[src/rtl/gnr_pkg.sv]
`timescale 1ns / 1ps
package gnr_pkg;

  localparam int PROB_BITS = 16;
  localparam int PW        = PROB_BITS + 1;
  localparam int Q_BITS    = 16;
  localparam int DIG_BITS  = 4;
  localparam int NODES     = 7;
  localparam int NODE_W    = 3;
  localparam int ROM_W     = 17;
  localparam int ROM_AW    = 6;
  localparam int SHL       = (PROB_BITS >= 16) ? PROB_BITS - 16 : 0;
  localparam int SHR       = (PROB_BITS >= 16) ? 0 : 16 - PROB_BITS;

  localparam logic [PW-1:0]     ONE       = PW'(1) << PROB_BITS;
  localparam logic [NODE_W-1:0] NODE_NONE = NODE_W'(NODES);

  localparam logic CFG_MASK   = 1'b0;
  localparam logic CFG_VALUES = 1'b1;

  function automatic logic [ROM_W-1:0] cpt_rom(input logic [ROM_AW-1:0] addr);
    logic [ROM_W-1:0] v;
    case (addr)
      6'd0:  v = 17'd31641;
      6'd1:  v = 17'd32768;
      6'd2:  v = 17'd29786;
      6'd3:  v = 17'd46170;
      6'd4:  v = 17'd32768;
      6'd5:  v = 17'd37939;
      6'd6:  v = 17'd32768;
      6'd7:  v = 17'd28298;
      6'd8:  v = 17'd39669;
      6'd9:  v = 17'd43116;
      6'd10: v = 17'd35750;
      6'd11: v = 17'd46170;
      6'd12: v = 17'd41393;
      6'd13: v = 17'd43116;
      6'd14: v = 17'd29786;
      6'd15: v = 17'd26811;
      6'd16: v = 17'd20696;
      6'd17: v = 17'd29321;
      6'd18: v = 17'd26214;
      6'd19: v = 17'd32768;
      6'd20: v = 17'd21843;
      6'd21: v = 17'd59579;
      6'd22: v = 17'd0;
      6'd23: v = 17'd0;
      6'd24: v = 17'd9365;
      6'd25: v = 17'd10925;
      6'd26: v = 17'd65536;
      6'd27: v = 17'd65536;
      6'd28: v = 17'd65536;
      6'd29: v = 17'd65536;
      6'd30: v = 17'd50410;
      6'd31: v = 17'd65536;
      6'd32: v = 17'd58255;
      6'd33: v = 17'd61165;
      default: v = '0;
    endcase
    return v;
  endfunction

  // conditional probability term of node nd under node vector v
  function automatic logic [PW-1:0] cpt_term(input logic [NODE_W-1:0] nd,
                                             input logic [NODES-1:0] v);
    logic [NODES:0]    vp;
    logic [ROM_AW-1:0] base;
    logic [ROM_AW-1:0] idx;
    logic [ROM_W-1:0]  raw;
    logic [PW-1:0]     p;
    vp = {1'b0, v};
    case (nd)
      3'd0:    base = 6'd0;
      3'd1:    base = 6'd1;
      3'd2:    base = 6'd2;
      3'd3:    base = 6'd6;
      3'd4:    base = 6'd10;
      3'd5:    base = 6'd14;
      3'd6:    base = 6'd18;
      default: base = 6'd0;
    endcase
    if (nd < 3'd2) begin
      idx = '0;
    end else if (nd < 3'd6) begin
      idx = {4'd0, v[0], v[1]};
    end else begin
      idx = {2'd0, v[2], v[3], v[4], v[5]};
    end
    raw = cpt_rom(base + idx);
    if (PROB_BITS >= 16) begin
      p = PW'(raw) << SHL;
    end else begin
      p = PW'(raw >> SHR);
    end
    return vp[nd] ? p : ONE - p;
  endfunction

endpackage

[src/rtl/gnr_serial_mul.sv]
`timescale 1ns / 1ps
module gnr_serial_mul import gnr_pkg::*; (
  input  logic                 clk,
  input  logic                 rst_n,
  input  logic                 start,
  input  logic [PROB_BITS-1:0] a,
  input  logic [PROB_BITS-1:0] b,
  output logic                 done,
  output logic [PROB_BITS-1:0] prod
);

  localparam int NDIG = (PROB_BITS + DIG_BITS - 1) / DIG_BITS;
  localparam int DW   = NDIG * DIG_BITS;
  localparam int SW   = PROB_BITS + DIG_BITS;
  localparam int PRW  = PROB_BITS + DW;
  localparam int CW   = $clog2(NDIG + 1);

  logic [PROB_BITS-1:0] a_r, a_nxt;
  logic [DW-1:0]        b_r, b_nxt;
  logic [PRW-1:0]       p_r, p_nxt;
  logic [CW-1:0]        cnt_r, cnt_nxt;
  logic                 busy_r, busy_nxt;
  logic                 done_r, done_nxt;
  logic [SW-1:0]        pp;
  logic [SW-1:0]        s;

  assign pp = SW'(a_r) * SW'(b_r[DIG_BITS-1:0]);
  assign s  = SW'(p_r[PRW-1:DW]) + pp;

  always_comb begin
    a_nxt    = a_r;
    b_nxt    = b_r;
    p_nxt    = p_r;
    cnt_nxt  = cnt_r;
    busy_nxt = busy_r;
    done_nxt = 1'b0;
    if (start) begin
      a_nxt    = a;
      b_nxt    = DW'(b);
      p_nxt    = '0;
      cnt_nxt  = '0;
      busy_nxt = 1'b1;
    end else if (busy_r) begin
      // add one digit's partial product, shift right one digit
      p_nxt   = {s, p_r[DW-1:DIG_BITS]};
      b_nxt   = {DIG_BITS'(0), b_r[DW-1:DIG_BITS]};
      cnt_nxt = cnt_r + CW'(1);
      if (cnt_r == CW'(NDIG - 1)) begin
        busy_nxt = 1'b0;
        done_nxt = 1'b1;
      end
    end
  end

  always_ff @(posedge clk) begin
    if (!rst_n) begin
      busy_r <= 1'b0;
      done_r <= 1'b0;
      cnt_r  <= '0;
    end else begin
      busy_r <= busy_nxt;
      done_r <= done_nxt;
      cnt_r  <= cnt_nxt;
    end
  end

  always_ff @(posedge clk) begin
    a_r <= a_nxt;
    b_r <= b_nxt;
    p_r <= p_nxt;
  end

  assign done = done_r;
  assign prod = p_r[2*PROB_BITS-1:PROB_BITS];

endmodule

[src/rtl/gnr_serial_div.sv]
`timescale 1ns / 1ps
module gnr_serial_div import gnr_pkg::*; (
  input  logic              clk,
  input  logic              rst_n,
  input  logic              start,
  input  logic [PW-1:0]     num,
  input  logic [PW:0]       den,
  output logic              done,
  output logic [Q_BITS-1:0] quot
);

  localparam int CW = $clog2(Q_BITS + 1);

  logic [PW:0]       r_r, r_nxt;
  logic [PW:0]       d_r, d_nxt;
  logic [Q_BITS-1:0] q_r, q_nxt;
  logic [CW-1:0]     cnt_r, cnt_nxt;
  logic              busy_r, busy_nxt;
  logic              done_r, done_nxt;
  logic [PW+1:0]     r_sh;
  logic [PW+1:0]     r_sub;
  logic              fits;

  assign r_sh  = {r_r, 1'b0};
  assign fits  = r_sh >= {1'b0, d_r};
  assign r_sub = r_sh - {1'b0, d_r};

  always_comb begin
    r_nxt    = r_r;
    d_nxt    = d_r;
    q_nxt    = q_r;
    cnt_nxt  = cnt_r;
    busy_nxt = busy_r;
    done_nxt = 1'b0;
    if (start) begin
      r_nxt    = {1'b0, num};
      d_nxt    = den;
      q_nxt    = '0;
      cnt_nxt  = '0;
      busy_nxt = 1'b1;
    end else if (busy_r) begin
      // one restoring step per cycle
      r_nxt   = fits ? r_sub[PW:0] : r_sh[PW:0];
      q_nxt   = {q_r[Q_BITS-2:0], fits};
      cnt_nxt = cnt_r + CW'(1);
      if (cnt_r == CW'(Q_BITS - 1)) begin
        busy_nxt = 1'b0;
        done_nxt = 1'b1;
      end
    end
  end

  always_ff @(posedge clk) begin
    if (!rst_n) begin
      busy_r <= 1'b0;
      done_r <= 1'b0;
      cnt_r  <= '0;
    end else begin
      busy_r <= busy_nxt;
      done_r <= done_nxt;
      cnt_r  <= cnt_nxt;
    end
  end

  always_ff @(posedge clk) begin
    r_r <= r_nxt;
    d_r <= d_nxt;
    q_r <= q_nxt;
  end

  assign done = done_r;
  assign quot = q_r;

endmodule

[src/rtl/gibbs_node_resampler_top.sv]
// An observed node or node index seven goes straight to the result; otherwise a root takes
// longest from request accept to result valid, then a middle node, then the sink.
// Products run on the 4-bit-per-cycle multiplier (bypassed when a factor is one); the
// 16-step divider sits between a setup state and the result load.
// One request is handled at a time, the next accepted the cycle after the result
// loads. Reset (sync, active low): nodes all ones, mask 0, values 127.
`timescale 1ns / 1ps
module gibbs_node_resampler_top import gnr_pkg::*; (
  input  logic              clk,
  input  logic              rst_n,
  input  logic              cfg_wr_en,
  input  logic              cfg_index,
  input  logic [NODES-1:0]  cfg_wdata,
  input  logic              in_valid,
  output logic              in_stall,
  input  logic [NODE_W-1:0] in_node_index,
  input  logic [15:0]       in_random_draw,
  output logic              out_valid,
  input  logic              out_stall,
  output logic              out_new_value,
  output logic [NODES-1:0]  out_state_vector,
  output logic [15:0]       out_prob_true,
  output logic              out_was_observed
);

  localparam logic [2:0] S_IDLE = 3'd0;
  localparam logic [2:0] S_TERM = 3'd1;
  localparam logic [2:0] S_MUL  = 3'd2;
  localparam logic [2:0] S_DSET = 3'd3;
  localparam logic [2:0] S_DIV  = 3'd4;
  localparam logic [2:0] S_DONE = 3'd5;

  localparam logic [Q_BITS:0] Q_HALF = (Q_BITS + 1)'(1) << (Q_BITS - 1);
  localparam logic [Q_BITS:0] Q_ONE  = (Q_BITS + 1)'(1) << Q_BITS;

  logic [2:0]        state_r, state_nxt;
  logic [NODES-1:0]  mask_r, mask_nxt;
  logic [NODES-1:0]  values_r, values_nxt;
  logic [NODES-1:0]  nodes_r, nodes_nxt;
  logic [NODE_W-1:0] n_r, n_nxt;
  logic [15:0]       draw_r, draw_nxt;
  logic [NODES-1:0]  eff_r, eff_nxt;
  logic              hyp_r, hyp_nxt;
  logic [2:0]        step_r, step_nxt;
  logic [PW-1:0]     acc_r, acc_nxt;
  logic [PW-1:0]     p1_r, p1_nxt;
  logic [PW-1:0]     p0_r, p0_nxt;
  logic [Q_BITS:0]   q_r, q_nxt;

  logic              out_valid_r, out_valid_nxt;
  logic              out_nv_r, out_nv_nxt;
  logic [NODES-1:0]  out_sv_r, out_sv_nxt;
  logic [15:0]       out_prob_r, out_prob_nxt;
  logic              out_obs_r, out_obs_nxt;

  logic [NODES:0]    mask_pad;
  logic [NODES:0]    eff_pad;
  logic [NODES:0]    sel_pad;
  logic [NODES-1:0]  sel;
  logic [NODES-1:0]  vh;
  logic [NODE_W-1:0] cur_node;
  logic [2:0]        last_step;
  logic [PW-1:0]     term_v;
  logic [PW:0]       sum;
  logic              adv;
  logic [PW-1:0]     adv_val;
  logic              mul_start;
  logic              mul_done;
  logic [PROB_BITS-1:0] mul_prod;
  logic              div_start;
  logic              div_done;
  logic [Q_BITS-1:0] div_quot;
  logic              obs;
  logic              nv;

  assign mask_pad = {1'b0, mask_r};
  assign eff_pad  = {1'b0, eff_r};
  assign sel_pad  = (NODES + 1)'(1) << n_r;
  assign sel      = sel_pad[NODES-1:0];
  assign vh       = hyp_r ? (eff_r | sel) : (eff_r & ~sel);

  always_comb begin
    if (step_r == 3'd0) begin
      cur_node = n_r;
    end else if (n_r < 3'd2) begin
      cur_node = 3'd6 - step_r;
    end else begin
      cur_node = 3'd6;
    end
    if (n_r < 3'd2) begin
      last_step = 3'd4;
    end else if (n_r < 3'd6) begin
      last_step = 3'd1;
    end else begin
      last_step = 3'd0;
    end
  end

  assign term_v = cpt_term(cur_node, vh);
  assign sum    = {1'b0, p1_r} + {1'b0, p0_r};
  assign obs    = (n_r != NODE_NONE) && mask_pad[n_r];
  assign nv     = {1'b0, draw_r} < q_r;

  gnr_serial_mul u_mul (
    .clk   (clk),
    .rst_n (rst_n),
    .start (mul_start),
    .a     (acc_r[PROB_BITS-1:0]),
    .b     (term_v[PROB_BITS-1:0]),
    .done  (mul_done),
    .prod  (mul_prod)
  );

  gnr_serial_div u_div (
    .clk   (clk),
    .rst_n (rst_n),
    .start (div_start),
    .num   (p1_r),
    .den   (sum),
    .done  (div_done),
    .quot  (div_quot)
  );

  always_comb begin
    state_nxt     = state_r;
    mask_nxt      = mask_r;
    values_nxt    = values_r;
    nodes_nxt     = nodes_r;
    n_nxt         = n_r;
    draw_nxt      = draw_r;
    eff_nxt       = eff_r;
    hyp_nxt       = hyp_r;
    step_nxt      = step_r;
    acc_nxt       = acc_r;
    p1_nxt        = p1_r;
    p0_nxt        = p0_r;
    q_nxt         = q_r;
    out_valid_nxt = out_valid_r && out_stall;
    out_nv_nxt    = out_nv_r;
    out_sv_nxt    = out_sv_r;
    out_prob_nxt  = out_prob_r;
    out_obs_nxt   = out_obs_r;
    adv           = 1'b0;
    adv_val       = acc_r;
    mul_start     = 1'b0;
    div_start     = 1'b0;

    if (cfg_wr_en) begin
      case (cfg_index)
        CFG_MASK:   mask_nxt = cfg_wdata;
        CFG_VALUES: values_nxt = cfg_wdata;
        default:    mask_nxt = mask_r;
      endcase
    end

    case (state_r)
      S_IDLE: begin
        if (in_valid) begin
          n_nxt    = in_node_index;
          draw_nxt = in_random_draw;
          eff_nxt  = (nodes_r & ~mask_r) | (values_r & mask_r);
          hyp_nxt  = 1'b1;
          step_nxt = '0;
          if (in_node_index == NODE_NONE || mask_pad[in_node_index]) begin
            state_nxt = S_DONE;
          end else begin
            state_nxt = S_TERM;
          end
        end
      end
      S_TERM: begin
        if (step_r == 3'd0 || acc_r == ONE) begin
          adv     = 1'b1;
          adv_val = term_v;
        end else if (term_v == ONE) begin
          adv     = 1'b1;
          adv_val = acc_r;
        end else begin
          mul_start = 1'b1;
          state_nxt = S_MUL;
        end
      end
      S_MUL: begin
        if (mul_done) begin
          adv     = 1'b1;
          adv_val = {1'b0, mul_prod};
        end
      end
      S_DSET: begin
        if (sum == '0) begin
          q_nxt     = Q_HALF;
          state_nxt = S_DONE;
        end else if (p0_r == '0) begin
          q_nxt     = Q_ONE;
          state_nxt = S_DONE;
        end else begin
          div_start = 1'b1;
          state_nxt = S_DIV;
        end
      end
      S_DIV: begin
        if (div_done) begin
          q_nxt     = {1'b0, div_quot};
          state_nxt = S_DONE;
        end
      end
      S_DONE: begin
        if (!out_valid_r || !out_stall) begin
          out_valid_nxt = 1'b1;
          if (n_r == NODE_NONE) begin
            out_nv_nxt   = 1'b0;
            out_prob_nxt = '0;
            out_obs_nxt  = 1'b0;
            out_sv_nxt   = eff_r;
          end else if (obs) begin
            out_nv_nxt   = eff_pad[n_r];
            out_prob_nxt = '0;
            out_obs_nxt  = 1'b1;
            out_sv_nxt   = eff_r;
          end else begin
            out_nv_nxt   = nv;
            out_prob_nxt = q_r[Q_BITS] ? '1 : q_r[Q_BITS-1:0];
            out_obs_nxt  = 1'b0;
            out_sv_nxt   = (eff_r & ~sel) | (nv ? sel : '0);
          end
          nodes_nxt = out_sv_nxt;
          state_nxt = S_IDLE;
        end
      end
      default: state_nxt = S_IDLE;
    endcase

    // advance the product chain of the current hypothesis
    if (adv) begin
      if (step_r == last_step) begin
        if (hyp_r) begin
          p1_nxt    = adv_val;
          hyp_nxt   = 1'b0;
          step_nxt  = '0;
          state_nxt = S_TERM;
        end else begin
          p0_nxt    = adv_val;
          state_nxt = S_DSET;
        end
      end else begin
        acc_nxt   = adv_val;
        step_nxt  = step_r + 3'd1;
        state_nxt = S_TERM;
      end
    end
  end

  always_ff @(posedge clk) begin
    if (!rst_n) begin
      state_r     <= S_IDLE;
      mask_r      <= '0;
      values_r    <= '1;
      nodes_r     <= '1;
      out_valid_r <= 1'b0;
      hyp_r       <= 1'b1;
      step_r      <= '0;
    end else begin
      state_r     <= state_nxt;
      mask_r      <= mask_nxt;
      values_r    <= values_nxt;
      nodes_r     <= nodes_nxt;
      out_valid_r <= out_valid_nxt;
      hyp_r       <= hyp_nxt;
      step_r      <= step_nxt;
    end
  end

  always_ff @(posedge clk) begin
    n_r        <= n_nxt;
    draw_r     <= draw_nxt;
    eff_r      <= eff_nxt;
    acc_r      <= acc_nxt;
    p1_r       <= p1_nxt;
    p0_r       <= p0_nxt;
    q_r        <= q_nxt;
    out_nv_r   <= out_nv_nxt;
    out_sv_r   <= out_sv_nxt;
    out_prob_r <= out_prob_nxt;
    out_obs_r  <= out_obs_nxt;
  end

  assign in_stall         = (state_r != S_IDLE);
  assign out_valid        = out_valid_r;
  assign out_new_value    = out_nv_r;
  assign out_state_vector = out_sv_r;
  assign out_prob_true    = out_prob_r;
  assign out_was_observed = out_obs_r;

endmodule

[config.mk]
export PLATFORM = sky130hd
export DESIGN_NAME = gibbs_node_resampler_top
export DESIGN_NICKNAME = d
export VERILOG_FILES = /design/src/rtl/gnr_pkg.sv /design/src/rtl/gnr_serial_mul.sv /design/src/rtl/gnr_serial_div.sv /design/src/rtl/gibbs_node_resampler_top.sv
export SDC_FILE = /design/constraint.sdc
export NUM_CORES = 1
export LEC_CHECK = 0
export BUFFER_PORTS_ARGS = -buffer_cell sky130_fd_sc_hd__clkbuf_2
export CORE_MARGIN = 5
export CORE_UTILIZATION = 59
export CTS_BUF_LIST = sky130_fd_sc_hd__clkbuf_4
export DETAILED_ROUTE_END_ITERATION = 6
export PLACE_DENSITY = 0.86
export SLEW_MARGIN = 30
export SYNTH_ARGS = -nofsm -noshare
export SYNTH_HDL_FRONTEND = slang
export SYNTH_SLANG_ARGS = --single-unit
[constraint.sdc]
create_clock -name clk -period 7.5 [get_ports clk]
set_input_delay 1.5 -clock clk [delete_from_list [all_inputs] [get_ports clk]]
set_output_delay 1.5 -clock clk [all_outputs]
set_load 0.01 [all_outputs]
After elaboration in Yosys (flattened, before gate mapping)
Memory sizes are Yosys's and may differ from the RTL's. Index checks and enable logic that the tools add are counted.

Memories: 1. Flip-flop bits (word level): 276. Output and inout port bits: 27. Memory bits (read-only): 1088.

Bitwise logic cells: 14. Multiplexer cells: 77. Order comparisons: 9. Equality and inequality tests: 27. Reductions and logical operators: 29. Add/subtract/negate cells: 9. Multiply operators: 1. Shifts and indexed selects: 1.

Memories: (no name shown) (words 64, bits a word 17, rd ports 1, clocked after memory_dff 0, write ports 0, line gnr_pkg.sv:23) `case (addr)`.

Operator list (number): $mux W17 (8); $pmux W17 S2 (2); $mux W16 (3); $mux W3 (16); $eq A17 B17 Y1 const B (2); $mux W1 (33); $pmux W5 S6 (1); $mux W7 (4); $and A7 B7 Y7 (3); $eq A3 B3 Y1 const B (7); $or A7 B7 Y7 (3); $add A16 B20 Y20 (1); $mul A16 B4 Y20 (1); $ge A19 B18 Y1 (1); $add A17 B17 Y18 (1); $logic_not A18 Y1 (1); $mux W18 (1); $ne A3 B3 Y1 const B (6); $pmux W3 S6 (1); $sub A18 B18 Y18 (1); $logic_not A17 Y1 (1); $lt A16 B17 Y1 (1); $sub A17 B17 Y17 const A (1); $eq A3 B2 Y1 const B (5); 31 further kinds (63).

Logic depth before layout (Yosys ltp)
Gate-level depths: netlist of the first run. An unclocked memory read counts as a cell.

Depth after elaboration: 16. Depth in mapped cells: 31. Depth with buffers taken out: 24.

Cells and area by module
From an unflattened synthesis of the first run, not the netlist that was laid out.

Cells, all modules: 1725. Area, all modules: 17419.2 sq um.

By module, submodules not included: gibbs_node_resampler_top (sequential area each 4154.0 sq um, instances 1, area an instance 9800.6 sq um, cells each 990); gnr_serial_mul (sequential area each 1381.3 sq um, instances 1, area an instance 4259.1 sq um, cells each 413); gnr_serial_div (sequential area each 1531.5 sq um, instances 1, area an instance 3359.5 sq um, cells each 322).

Least setup slack after synthesis of the first run
Ideal clock, no wire load.

Path kind: reg2reg. From: reg n_r[1]. To: reg u_mul.b_r[0] (enable). Slack: 0.380 ns. Arrival: 6.709 ns. Cell stages (with the launch flop): 29. Clock period less this slack: 7.120 ns. Cells stage by stage: edfxtp_1 > clkbuf_1 > buf_2 > inv_1 > ha_1 > nand4bb_1 > o211a_1 > buf_2 > buf_1 > nor3_1 > a31o_2 > ha_1 > inv_1 > fa_1 > inv_1 > ha_1 > nand2_1 > nor3_1 > a2111oi_2 > a311oi_4 > inv_1 > ha_1 > and3_1 > and3_4 > and4_1 > o211a_1 > and2_1 > buf_6 > o21ai_0.

Longest elaborated chain between the ends: 15.

Ends and longest elaborated chain: from (decl) (line gibbs_node_resampler_top.sv:40) `logic [NODE_W-1:0] n_r, n_nxt;`; from (signal assigned) (line gibbs_node_resampler_top.sv:274) `n_r <= n_nxt;`; $lt A3 B2 Y1 / $shl A1 B3 Y7 (equally long branches) (line gibbs_node_resampler_top.sv:85, gibbs_node_resampler_top.sv:78); $mux W3 / $not A7 Y7 (equally long branches) (line gibbs_node_resampler_top.sv:85, gibbs_node_resampler_top.sv:80); $mux W3 / $and A7 B7 Y7 (equally long branches) (line gibbs_node_resampler_top.sv:83, gibbs_node_resampler_top.sv:80); $lt A3 B3 Y1 / $mux W7 (equally long branches) (line gnr_pkg.sv:84, gibbs_node_resampler_top.sv:80); $mux W4 (line gnr_pkg.sv:84) `end else if (nd < 3'd6) begin`; $mux W4 (line gnr_pkg.sv:82) `if (nd < 3'd2) begin`; $add A6 B6 Y6 (line gnr_pkg.sv:89) `raw = cpt_rom(base + idx);`; $mem_v2 Z64 W17; $sub A17 B17 Y17 (line gnr_pkg.sv:95) `return vp[nd] ? p : ONE - p;`; $mux W17 * (line gnr_pkg.sv:95); $eq A17 B17 Y1 * (line gibbs_node_resampler_top.sv:175) `end else if (term_v == ONE) begin`; $mux W1 * (line gibbs_node_resampler_top.sv:175); $mux W1 * (line gibbs_node_resampler_top.sv:172) `if (step_r == 3'd0 || acc_r == ONE) begin`; $mux W1 * (line gibbs_node_resampler_top.sv:156) `case (state_r)`; $reduce_bool A2 Y1 (no line) *; to (signal assigned) (line gnr_serial_mul.sv:69) `b_r <= b_nxt;`; to (decl) (line gnr_serial_mul.sv:19) `logic [DW-1:0] b_r, b_nxt;`.

Mark *: on every way between the ends. The rest lies on a longest branch, timed or not. The select of a mux whose other input is x is not followed. A chain may end at the register's enable or synchronous reset.

Final worst setup path of the first run
From: reg n_r[2]. To: reg u_mul.a_r[0] (enable).

Longest elaborated chain between the ends: 14.

Ends and longest elaborated chain: $lt A3 B2 Y1 / $shl A1 B3 Y7 (equally long branches) (line gibbs_node_resampler_top.sv:85, gibbs_node_resampler_top.sv:78); $mux W3 / $not A7 Y7 (equally long branches) (line gibbs_node_resampler_top.sv:85, gibbs_node_resampler_top.sv:80); $mux W3 / $and A7 B7 Y7 (equally long branches) (line gibbs_node_resampler_top.sv:83, gibbs_node_resampler_top.sv:80); $lt A3 B3 Y1 / $mux W7 (equally long branches) (line gnr_pkg.sv:84, gibbs_node_resampler_top.sv:80); $mux W4 (line gnr_pkg.sv:84); $mux W4 (line gnr_pkg.sv:82); $add A6 B6 Y6 (line gnr_pkg.sv:89); $mem_v2 Z64 W17; $sub A17 B17 Y17 (line gnr_pkg.sv:95); $mux W17 * (line gnr_pkg.sv:95); $eq A17 B17 Y1 * (line gibbs_node_resampler_top.sv:175); $mux W1 * (line gibbs_node_resampler_top.sv:175); $mux W1 * (line gibbs_node_resampler_top.sv:172); $mux W1 * (line gibbs_node_resampler_top.sv:156); to (signal assigned) (line gnr_serial_mul.sv:68) `a_r <= a_nxt;`; to (decl) (line gnr_serial_mul.sv:18) `logic [PROB_BITS-1:0] a_r, a_nxt;`.

Marks and branches as above.

==> results of run 1 <==
-- flip-flops by register name, summed over array words and instances (netlist names), 3 cells and up --
signal / cells
acc_r: 17
draw_r: 16
eff_r: 7
mask_r: 7
n_r: 3
nodes_r: 7
out_prob_true: 16
out_state_vector: 7
p0_r: 17
p1_r: 17
q_r: 17
state_r: 3
step_r: 3
u_div.cnt_r: 5
u_div.d_r: 18
u_div.quot: 16
u_div.r_r: 18
u_mul.a_r: 16
u_mul.b_r: 16
u_mul.cnt_r: 3
u_mul.p_r: 16
values_r: 7
-- per-stage QoR --
stage	hold slack, ns	utilization	instance area [um^2]	setup WS, ns	instances
final	0.475	0.650	18600	0.470	2169
after global routing	0.478	0.650	18600	0.00383	2169
after CTS	0.478	0.649	18500	0.470	2167
after detailed placement	0.461	0.617	17600	0.528	2049
after global placement	0.456	0.617	17600	0.817	2049
after floorplan	0.435	-	17000	0.380	1651
-- cell families (layout without fill, tap and decap cells) --
kind of cell / after synthesis / after routing / share of synthesized area
compound gates: 335 / 335 / 0.144
xor+xnor: 61 / 61 / 0.0328
fa+ha+maj: 141 / 141 / 0.124
mux: 115 / 115 / 0.0758
simple gates: 550 / 550 / 0.160
flops: 260 / 260 / 0.417
buf+inv: 189 / 322 / 0.0464
other cells: 0 / 1 / 0
-- critical path, stage by stage, from the launching register on --
cell	delay, ns
sky130_fd_sc_hd__edfxtp_1	0.65
sky130_fd_sc_hd__inv_1	0.09
sky130_fd_sc_hd__ha_1	0.27
sky130_fd_sc_hd__nand4bb_1	0.13
sky130_fd_sc_hd__o211a_2	0.44
sky130_fd_sc_hd__nor2_1	0.10
sky130_fd_sc_hd__nor2_1	0.12
sky130_fd_sc_hd__nor2_1	0.06
sky130_fd_sc_hd__ha_1	0.45
sky130_fd_sc_hd__or2_1	0.43
sky130_fd_sc_hd__a21oi_4	0.50
sky130_fd_sc_hd__o21ai_0	0.23
sky130_fd_sc_hd__a31o_2	0.31
sky130_fd_sc_hd__a211oi_2	0.45
sky130_fd_sc_hd__nor2_1	0.20
sky130_fd_sc_hd__ha_1	0.29
sky130_fd_sc_hd__and3_1	0.17
sky130_fd_sc_hd__and3_4	0.19
sky130_fd_sc_hd__and4_1	0.18
sky130_fd_sc_hd__o211a_1	0.22
sky130_fd_sc_hd__and2_1	0.23
sky130_fd_sc_hd__nor2_4	0.45
sky130_fd_sc_hd__buf_4	0.45
-- final cells by class --
type	count	area (um^2)
diodes	1	2.50
clock buffers	99	743
clock inverters	19	165
fillers	2132	9990
inverters	117	440
multi-input cells	1202	9140
flip-flops and latches	260	7070
well taps	384	480
repair buffers	87	515
-- path summary, 6_finish.rpt --
path	depth (start not counted)	to	slack, ns	startpoint
setup / recovery	22	u_mul.a_r[0]	0.47	n_r[2]
hold / removal	0	u_mul.a_r[2]	0.48	acc_r[2]
setup reg to reg	22	u_mul.a_r[0]	0.47	n_r[2]
hold reg to reg	0	u_mul.a_r[2]	0.48	acc_r[2]
-- per-layer routing --
metal	vias up	share of wire
met1	6387	0.40
met3	128	0.065
li1	6196	-
met5	-	0
met2	542	0.50
met4	0	0.034
-- cells in the mapped netlist, types with 20 or more instances --
cell type / count / area [um^2]
sky130_fd_sc_hd__nand3_1: 34 / 170
sky130_fd_sc_hd__fa_1: 45 / 901
sky130_fd_sc_hd__xnor2_1: 38 / 333
sky130_fd_sc_hd__mux2_2: 41 / 462
sky130_fd_sc_hd__a21o_1: 21 / 158
sky130_fd_sc_hd__nor2b_1: 33 / 206
sky130_fd_sc_hd__ha_1: 96 / 1200
sky130_fd_sc_hd__inv_1: 115 / 432
sky130_fd_sc_hd__xor2_1: 20 / 175
sky130_fd_sc_hd__and2_1: 46 / 288
sky130_fd_sc_hd__o21a_1: 23 / 173
sky130_fd_sc_hd__edfxtp_1: 186 / 5590
sky130_fd_sc_hd__a21oi_1: 58 / 290
sky130_fd_sc_hd__nor3_1: 34 / 170
sky130_fd_sc_hd__clkbuf_1: 45 / 169
sky130_fd_sc_hd__mux2i_1: 61 / 611
sky130_fd_sc_hd__dfxtp_1: 74 / 1480
sky130_fd_sc_hd__a31oi_1: 20 / 125
sky130_fd_sc_hd__o21ai_0: 58 / 290
sky130_fd_sc_hd__nand2_1: 157 / 589
sky130_fd_sc_hd__nor2_1: 137 / 514
-- timing repair --
action,in CTS,in global routing
resized for setup,0,2
setup endpoints to repair,0,24
hold buffers,0,0
setup buffers,0,0
==> report_table.html, run 1 <==
<table>
<tr><th>Metric</th><th>Value</th></tr>
<tr><th colspan="2">Global routing</th></tr>
<tr><td>GRT Total Usage</td><td>0.241</td></tr>
<tr><td>Most crowded layer after global routing</td><td>met2</td></tr>
<tr><td>Via count of the first global-routing pass</td><td>13400</td></tr>
<tr><td>Number of antenna violations at the first check in global routing</td><td>1</td></tr>
<tr><td>Largest net degree at the start of global routing</td><td>57</td></tr>
<tr><td>Global routing usage on met2</td><td>0.418</td></tr>
<tr><td>Global-route wire length before repair</td><td>65700 um</td></tr>
<tr><td>Global route total overflow</td><td>0</td></tr>
<tr><td>Met1 routing resource usage after global routing</td><td>0.303</td></tr>
<tr><td>Global Route met3 Usage</td><td>0.0416</td></tr>
<tr><th colspan="2">Detailed routing</th></tr>
<tr><td>Starting DRT DRC Count</td><td>1135</td></tr>
<tr><td>Vias</td><td>13300</td></tr>
<tr><td>ANT nets after route</td><td>0</td></tr>
<tr><td>Ratio of routed vias to standard cells</td><td>6.11</td></tr>
<tr><td>First-pass iteration count of the detailed router</td><td>7</td></tr>
<tr><td>Average detailed-routed wire length per instance</td><td>18.4 um</td></tr>
<tr><td>Remaining DRCs</td><td>4</td></tr>
<tr><td>Final WL</td><td>39900 um</td></tr>
<tr><th colspan="2">Run</th></tr>
<tr><td>Max cap viols</td><td>0</td></tr>
<tr><th colspan="2">Clock tree</th></tr>
<tr><td>Clock root cell</td><td>sky130_fd_sc_hd__clkbuf_4</td></tr>
<tr><td>Number of buffers added by the clock tree synthesis step</td><td>66</td></tr>
<tr><td>Worst-skew pair later-pin latency</td><td>0.69 ns</td></tr>
<tr><td>Maximum buffer depth of the clock tree</td><td>3</td></tr>
<tr><td>TritonCTS clock tree</td><td>done</td></tr>
<tr><td>H-tree level count</td><td>3</td></tr>
<tr><td>Clock transition at the registers of the reported paths</td><td>0.08 ns</td></tr>
<tr><td>Number of clock sinks</td><td>260</td></tr>
<tr><th colspan="2">Synthesis</th></tr>
<tr><td>Number of synthesized flops with an enable pin</td><td>186</td></tr>
<tr><td>Total of flip-flops plus latches after synthesis</td><td>260</td></tr>
<tr><td>Netlist Area Pre-Place</td><td>0.0170 mm^2</td></tr>
<tr><td>Syn Nets</td><td>1824</td></tr>
<tr><td>Cell count after synthesis</td><td>1651</td></tr>
<tr><td>Post-synth ARST share</td><td>0</td></tr>
<tr><td>Count of different cell masters after synthesis</td><td>98</td></tr>
<tr><td>Mean area per synthesized cell</td><td>10.3 um^2</td></tr>
<tr><td>Share of synthesized area occupied by flip-flops and latches</td><td>0.417</td></tr>
<tr><td>Synthesis warning total</td><td>0</td></tr>
<tr><td>Most used flip-flop cell after synthesis</td><td>sky130_fd_sc_hd__edfxtp_1</td></tr>
<tr><th colspan="2">Die</th></tr>
<tr><td>Number of top-level pins</td><td>59</td></tr>
<tr><td>Count of standard-cell rows</td><td>62</td></tr>
<tr><td>Height of the die</td><td>180 um</td></tr>
<tr><td>Total core area</td><td>0.0285 mm^2</td></tr>
<tr><td>Area of the die</td><td>0.0322 mm^2</td></tr>
<tr><td>Initial Utilization</td><td>0.594</td></tr>
<tr><td>Floorplan die width</td><td>180 um</td></tr>
<tr><th colspan="2">Placed design</th></tr>
<tr><td>Placed wire-length estimate</td><td>29100 um</td></tr>
<tr><td>Routability cong.</td><td>0.940</td></tr>
<tr><td># port buffers</td><td>58</td></tr>
<tr><th colspan="2">Critical path</th></tr>
<tr><td>Max Fanout on Critical Path</td><td>32</td></tr>
<tr><td>Required time of the critical path</td><td>7.79 ns</td></tr>
<tr><td>Worst Setup End Kind</td><td>flip-flop</td></tr>
<tr><td>Crit path arrival time</td><td>7.32 ns</td></tr>
<tr><td>Crit Path Category</td><td>reg -&gt; reg</td></tr>
<tr><td>Category of the worst setup path launch point</td><td>flip-flop</td></tr>
<tr><th colspan="2">Timing</th></tr>
<tr><td>Number of setup violations in the final report</td><td>0</td></tr>
<tr><td>Worst rel slew slack</td><td>0.324</td></tr>
<tr><td>Fin crit period</td><td>7.03 ns</td></tr>
<tr><td>Fmax achieved</td><td>142 MHz</td></tr>
<tr><td>Number of max-slew violations in the final report</td><td>0</td></tr>
<tr><td>Number of hold-slack violations in the final timing report</td><td>0</td></tr>
<tr><td>Ratio of final minimum period to clock period</td><td>0.937</td></tr>
<tr><td>Transition time at the pin with the least slew margin</td><td>1.01 ns</td></tr>
<tr><td>Worst clock skew</td><td>0.0717 ns</td></tr>
<tr><td>Setup repair after global routing missed its margin</td><td>no</td></tr>
<tr><td>Setup_tns</td><td>0 ns</td></tr>
<tr><th colspan="2">Layout</th></tr>
<tr><td>Commonest non-fill, non-tap cells in the layout</td><td>sky130_fd_sc_hd__edfxtp_1, sky130_fd_sc_hd__nand2_1, sky130_fd_sc_hd__nor2_1</td></tr>
<tr><td>Final net count</td><td>1907</td></tr>
<tr><td>Share of cells above drive strength 1</td><td>0.167</td></tr>
<tr><td>Layout overhead on the synthesized area</td><td>9.42%</td></tr>
<tr><td>Most common cell after layout, fill and taps aside</td><td>sky130_fd_sc_hd__edfxtp_1</td></tr>
<tr><th colspan="2">Run status</th></tr>
<tr><td>Violated checks</td><td>DRC</td></tr>
<tr><td>Outcome</td><td>finished with violations</td></tr>
<tr><th colspan="2">Worst hold path</th></tr>
<tr><td>Worst hold path type</td><td>reg -&gt; reg</td></tr>
</table>
Power of run 1 is not shown: default switching activity piles up to over one toggle a cycle in this logic, so the estimate is an artifact.
==> run 2: changes to the inputs <==
--- a/config.mk
+++ b/config.mk
@@ -7,10 +7,10 @@
 export LEC_CHECK = 0
 export BUFFER_PORTS_ARGS = -buffer_cell sky130_fd_sc_hd__clkbuf_2
 export CORE_MARGIN = 5
-export CORE_UTILIZATION = 59
+export CORE_UTILIZATION = 60
 export CTS_BUF_LIST = sky130_fd_sc_hd__clkbuf_4
 export DETAILED_ROUTE_END_ITERATION = 6
-export PLACE_DENSITY = 0.86
+export PLACE_DENSITY = 0.84
 export SLEW_MARGIN = 30
 export SYNTH_ARGS = -nofsm -noshare
 export SYNTH_HDL_FRONTEND = slang
==> constraint.sdc (replaced) <==
create_clock -name clk -period 6.92 [get_ports clk]
set_input_delay 1.384 -clock clk [delete_from_list [all_inputs] [get_ports clk]]
set_output_delay 1.384 -clock clk [all_outputs]
set_load 0.01 [all_outputs]
==> run 2 against run 1 <==
Effect of this change: worst hold slack got worse by 0.0020 ns; critical path depth increased by 3; count of clock-buffer cells in the layout down 1; fmax increased by 7.5%; register-to-register slack worse by 0.09 ns; highest routed layer unchanged; final area is 0.26% higher; critical path type unchanged; final cell count rose by 0.32%; sequential share of layout area decreased by 0.097 points; clock skew is 0.0029 ns higher; global-route usage rose by 0.99 points; wire length shrank 1.7%; the run now ends clean; die area decreased by 1.6%.
==> report_table.html, run 2 (synthesis gave the netlist of run 1 again) <==
<table>
<tr><th>Metric</th><th>Value</th></tr>
<tr><th colspan="2">Layout</th></tr>
<tr><td>Commonest non-fill, non-tap cells in the layout</td><td>sky130_fd_sc_hd__edfxtp_1, sky130_fd_sc_hd__nand2_1, sky130_fd_sc_hd__nor2_1</td></tr>
<tr><td>Most common cell after layout, fill and taps aside</td><td>sky130_fd_sc_hd__edfxtp_1</td></tr>
<tr><td>Share of cells above drive strength 1</td><td>0.171 (+0.00380)</td></tr>
<tr><td>Final net count</td><td>1916 (+0.47%)</td></tr>
<tr><td>Regs by FF count</td><td>u_div.d_r: 18 flops, u_div.r_r: 18 flops</td></tr>
<tr><td>Layout overhead on the synthesized area</td><td>9.70%</td></tr>
<tr><td>Final design instance area without fill</td><td>0.0186 mm^2 (+0.26%)</td></tr>
<tr><th colspan="2">Run status</th></tr>
<tr><td>Outcome</td><td>finished clean</td></tr>
<tr><th colspan="2">Timing</th></tr>
<tr><td>Ratio of final minimum period to clock period</td><td>0.945 (+0.00740)</td></tr>
<tr><td>Least setup slack across all paths after layout</td><td>0.383 ns (-0.0876 ns)</td></tr>
<tr><td>Number of max-slew violations in the final report</td><td>0 (unchanged)</td></tr>
<tr><td>Fmax achieved</td><td>153 MHz (+7.5%)</td></tr>
<tr><td>Transition time at the pin with the least slew margin</td><td>1.02 ns (+0.00894 ns)</td></tr>
<tr><td>Number of hold-slack violations in the final timing report</td><td>0 (unchanged)</td></tr>
<tr><td>Worst rel slew slack</td><td>0.318 (-0.00597)</td></tr>
<tr><td>Hold WS</td><td>0.473 ns (-0.00195 ns)</td></tr>
<tr><td>Fin crit period</td><td>6.54 ns (-0.492 ns)</td></tr>
<tr><td>Number of setup violations in the final report</td><td>0 (unchanged)</td></tr>
<tr><td>Worst clock skew</td><td>0.0746 ns (+0.00288 ns)</td></tr>
<tr><th colspan="2">Worst hold path</th></tr>
<tr><td>Worst hold path type</td><td>reg -&gt; reg</td></tr>
<tr><td>Hold path cells</td><td>2 (+2)</td></tr>
<tr><td>Hold worst-path end</td><td>values_r[0]</td></tr>
<tr><td>Hold path startpoint</td><td>values_r[0]</td></tr>
<tr><th colspan="2">Critical path</th></tr>
<tr><td>Reg2Reg Setup Slack</td><td>0.38 ns (-0.09 ns)</td></tr>
<tr><td>Critical R2R Capture</td><td>p0_r[14]</td></tr>
<tr><td>Crit path arrival time</td><td>6.82 ns (-0.50 ns)</td></tr>
<tr><td>Crit Path Category</td><td>reg -&gt; reg</td></tr>
<tr><td>Worst Setup End Kind</td><td>flip-flop</td></tr>
<tr><td>Max Fanout on Critical Path</td><td>17 (-47%)</td></tr>
<tr><td>Critical-path cell with the highest stage delay</td><td>sky130_fd_sc_hd__fa_1</td></tr>
<tr><td>Startpoint of the worst register-to-register path</td><td>step_r[0]</td></tr>
<tr><td>Category of the worst setup path launch point</td><td>flip-flop</td></tr>
<tr><td>Required time of the critical path</td><td>7.21 ns (-0.58 ns)</td></tr>
<tr><td>Highest cell delay on the worst timing path</td><td>0.53 ns (-0.12 ns)</td></tr>
<tr><td>Reg2reg path depth</td><td>25 (+14%)</td></tr>
<tr><td>Crit path max-delay family</td><td>simple AND/OR/NAND/NOR gates</td></tr>
<tr><td>Number of buffer and inverter stages on the critical path</td><td>5 (+3)</td></tr>
<tr><th colspan="2">Clock tree</th></tr>
<tr><td>H-tree level count</td><td>3 (unchanged)</td></tr>
<tr><td>Clock transition at the registers of the reported paths</td><td>0.07 ns (about the same)</td></tr>
<tr><td>TritonCTS clock tree</td><td>done</td></tr>
<tr><td>Number of buffers added by the clock tree synthesis step</td><td>68 (+3.0%)</td></tr>
<tr><td>Clock root cell</td><td>sky130_fd_sc_hd__clkbuf_4</td></tr>
<tr><td>Worst-skew pair later-pin latency</td><td>0.67 ns (-0.02 ns)</td></tr>
<tr><td>Number of clock sinks</td><td>260 (unchanged)</td></tr>
<tr><td>Maximum buffer depth of the clock tree</td><td>3 (unchanged)</td></tr>
<tr><td>Number of hold buffers added after CTS</td><td>0 (unchanged)</td></tr>
<tr><th colspan="2">Global routing</th></tr>
<tr><td>Number of antenna violations at the first check in global routing</td><td>1 (unchanged)</td></tr>
<tr><td>GRT Total Usage</td><td>0.251 (+0.00992)</td></tr>
<tr><td>Via count of the first global-routing pass</td><td>13200 (-0.94%)</td></tr>
<tr><td>Largest net degree at the start of global routing</td><td>46 (-19%)</td></tr>
<tr><td>Global route total overflow</td><td>0 (unchanged)</td></tr>
<tr><td>Global-route wire length before repair</td><td>65200 um (-0.75%)</td></tr>
<tr><th colspan="2">Die</th></tr>
<tr><td>Height of the die</td><td>178 um (-0.79%)</td></tr>
<tr><td>Total core area</td><td>0.0279 mm^2 (-2.4%)</td></tr>
<tr><td>Count of standard-cell rows</td><td>61 (-1.6%)</td></tr>
<tr><td>Floorplan die width</td><td>178 um (-0.79%)</td></tr>
<tr><td>Initial Utilization</td><td>0.609 (+0.0147)</td></tr>
<tr><td>Number of top-level pins</td><td>59 (unchanged)</td></tr>
<tr><td>Area of the die</td><td>0.0317 mm^2 (-1.6%)</td></tr>
<tr><th colspan="2">Detailed routing</th></tr>
<tr><td>ANT nets after route</td><td>0 (unchanged)</td></tr>
<tr><td>Vias</td><td>13100 (-1.2%)</td></tr>
<tr><td>Remaining DRCs</td><td>0 (-4)</td></tr>
<tr><td>Starting DRT DRC Count</td><td>1064 (-6.3%)</td></tr>
<tr><td>Average detailed-routed wire length per instance</td><td>18.0 um (-2.0%)</td></tr>
<tr><td>Ratio of routed vias to standard cells</td><td>6.02 (-1.5%)</td></tr>
<tr><td>First-pass iteration count of the detailed router</td><td>5 (-2)</td></tr>
<tr><td>Final WL</td><td>39200 um (-1.7%)</td></tr>
<tr><th colspan="2">Placed design</th></tr>
<tr><td>Pre-CTS WS</td><td>0.318 ns (-0.211 ns)</td></tr>
<tr><td>Routability cong.</td><td>0.943 (+0.24%)</td></tr>
<tr><td>Placement Cell Area</td><td>0.0177 mm^2 (+0.20%)</td></tr>
<tr><td>Placed wire-length estimate</td><td>28100 um (-3.4%)</td></tr>
<tr><td># port buffers</td><td>58 (unchanged)</td></tr>
<tr><th colspan="2">Run</th></tr>
<tr><td>Max cap viols</td><td>0 (unchanged)</td></tr>
</table>
## run 2: what timing repair did
action	in CTS	in global routing
resized for setup	0	1
hold endpoints to repair	0	0
buffers inserted	0	3
endpoints found under the setup margin	0	77
## run 2: worst max path at each step
| stage | from | to | slack, ns | cells past startpoint |
|---|---|---|---|---|
| 4_1_cts | step_r[0] | u_mul.b_r[1] | 0.34 | 24 |
| 3_3_place_gp | n_r[1] | u_mul.b_r[1] | 0.56 | 21 |
| 6_report | step_r[0] | p0_r[14] | 0.38 | 25 |
| 5_1_grt | n_r[0] | p0_r[14] | -0.07 | 23 |
| 2_1_floorplan | n_r[1] | p0_r[0] | 0.19 | 28 |
| 3_5_place_dp | step_r[0] | u_mul.b_r[1] | 0.32 | 24 |
## run 2: area by class of cell
class | count | area [um^2]
antenna | 1 | 2.50
clock buffer | 98 | 736
clock inverter | 26 | 168
fill | 2083 | 9250
inverter | 117 | 439
multi-input combinational | 1202 | 9150
sequential | 260 | 7070
tap | 378 | 473
timing repair buffer | 94 | 573
## run 2: worst reg2reg max path, stage by stage (launching register included)
cell                        delay [ns]
sky130_fd_sc_hd__dfxtp_1          0.43
sky130_fd_sc_hd__inv_1            0.10
sky130_fd_sc_hd__ha_1             0.27
sky130_fd_sc_hd__nand2b_4         0.12
sky130_fd_sc_hd__o211a_2          0.44
sky130_fd_sc_hd__nor3_1           0.12
sky130_fd_sc_hd__a31o_2           0.24
sky130_fd_sc_hd__ha_1             0.22
sky130_fd_sc_hd__inv_1            0.08
sky130_fd_sc_hd__fa_1             0.53
sky130_fd_sc_hd__inv_1            0.26
sky130_fd_sc_hd__ha_1             0.31
sky130_fd_sc_hd__nand2_1          0.13
sky130_fd_sc_hd__nor3_1           0.30
sky130_fd_sc_hd__a2111oi_2        0.13
sky130_fd_sc_hd__a311oi_4         0.42
sky130_fd_sc_hd__inv_1            0.10
sky130_fd_sc_hd__ha_1             0.24
sky130_fd_sc_hd__and3_1           0.17
sky130_fd_sc_hd__a41oi_1          0.24
sky130_fd_sc_hd__xor2_1           0.33
sky130_fd_sc_hd__and2_1           0.22
sky130_fd_sc_hd__and3_1           0.26
sky130_fd_sc_hd__nor2_1           0.13
sky130_fd_sc_hd__nor2_1           0.15
sky130_fd_sc_hd__buf_4            0.27
## run 2: stage by stage
step | TNS (ns) | instances | util
CTS | 0 | 2172 | 0.666
floorplan | 0 | 1651 | -
detailed placement | 0 | 2048 | 0.634
finish | 0 | 2176 | 0.668
global route | -1.09 | 2176 | 0.668
global placement | 0 | 2048 | 0.633
## run 2: metal layers
metal  vias to the layer above  GRT usage  part of all wire
met4                         0     0.0993             0.034
met1                      6247      0.318              0.41
li1                       6215          -                 -
met2                       520      0.431              0.49
met3                       115     0.0424             0.066
met5                         -          0                 0
Power of run 2 is left out for the same reason.
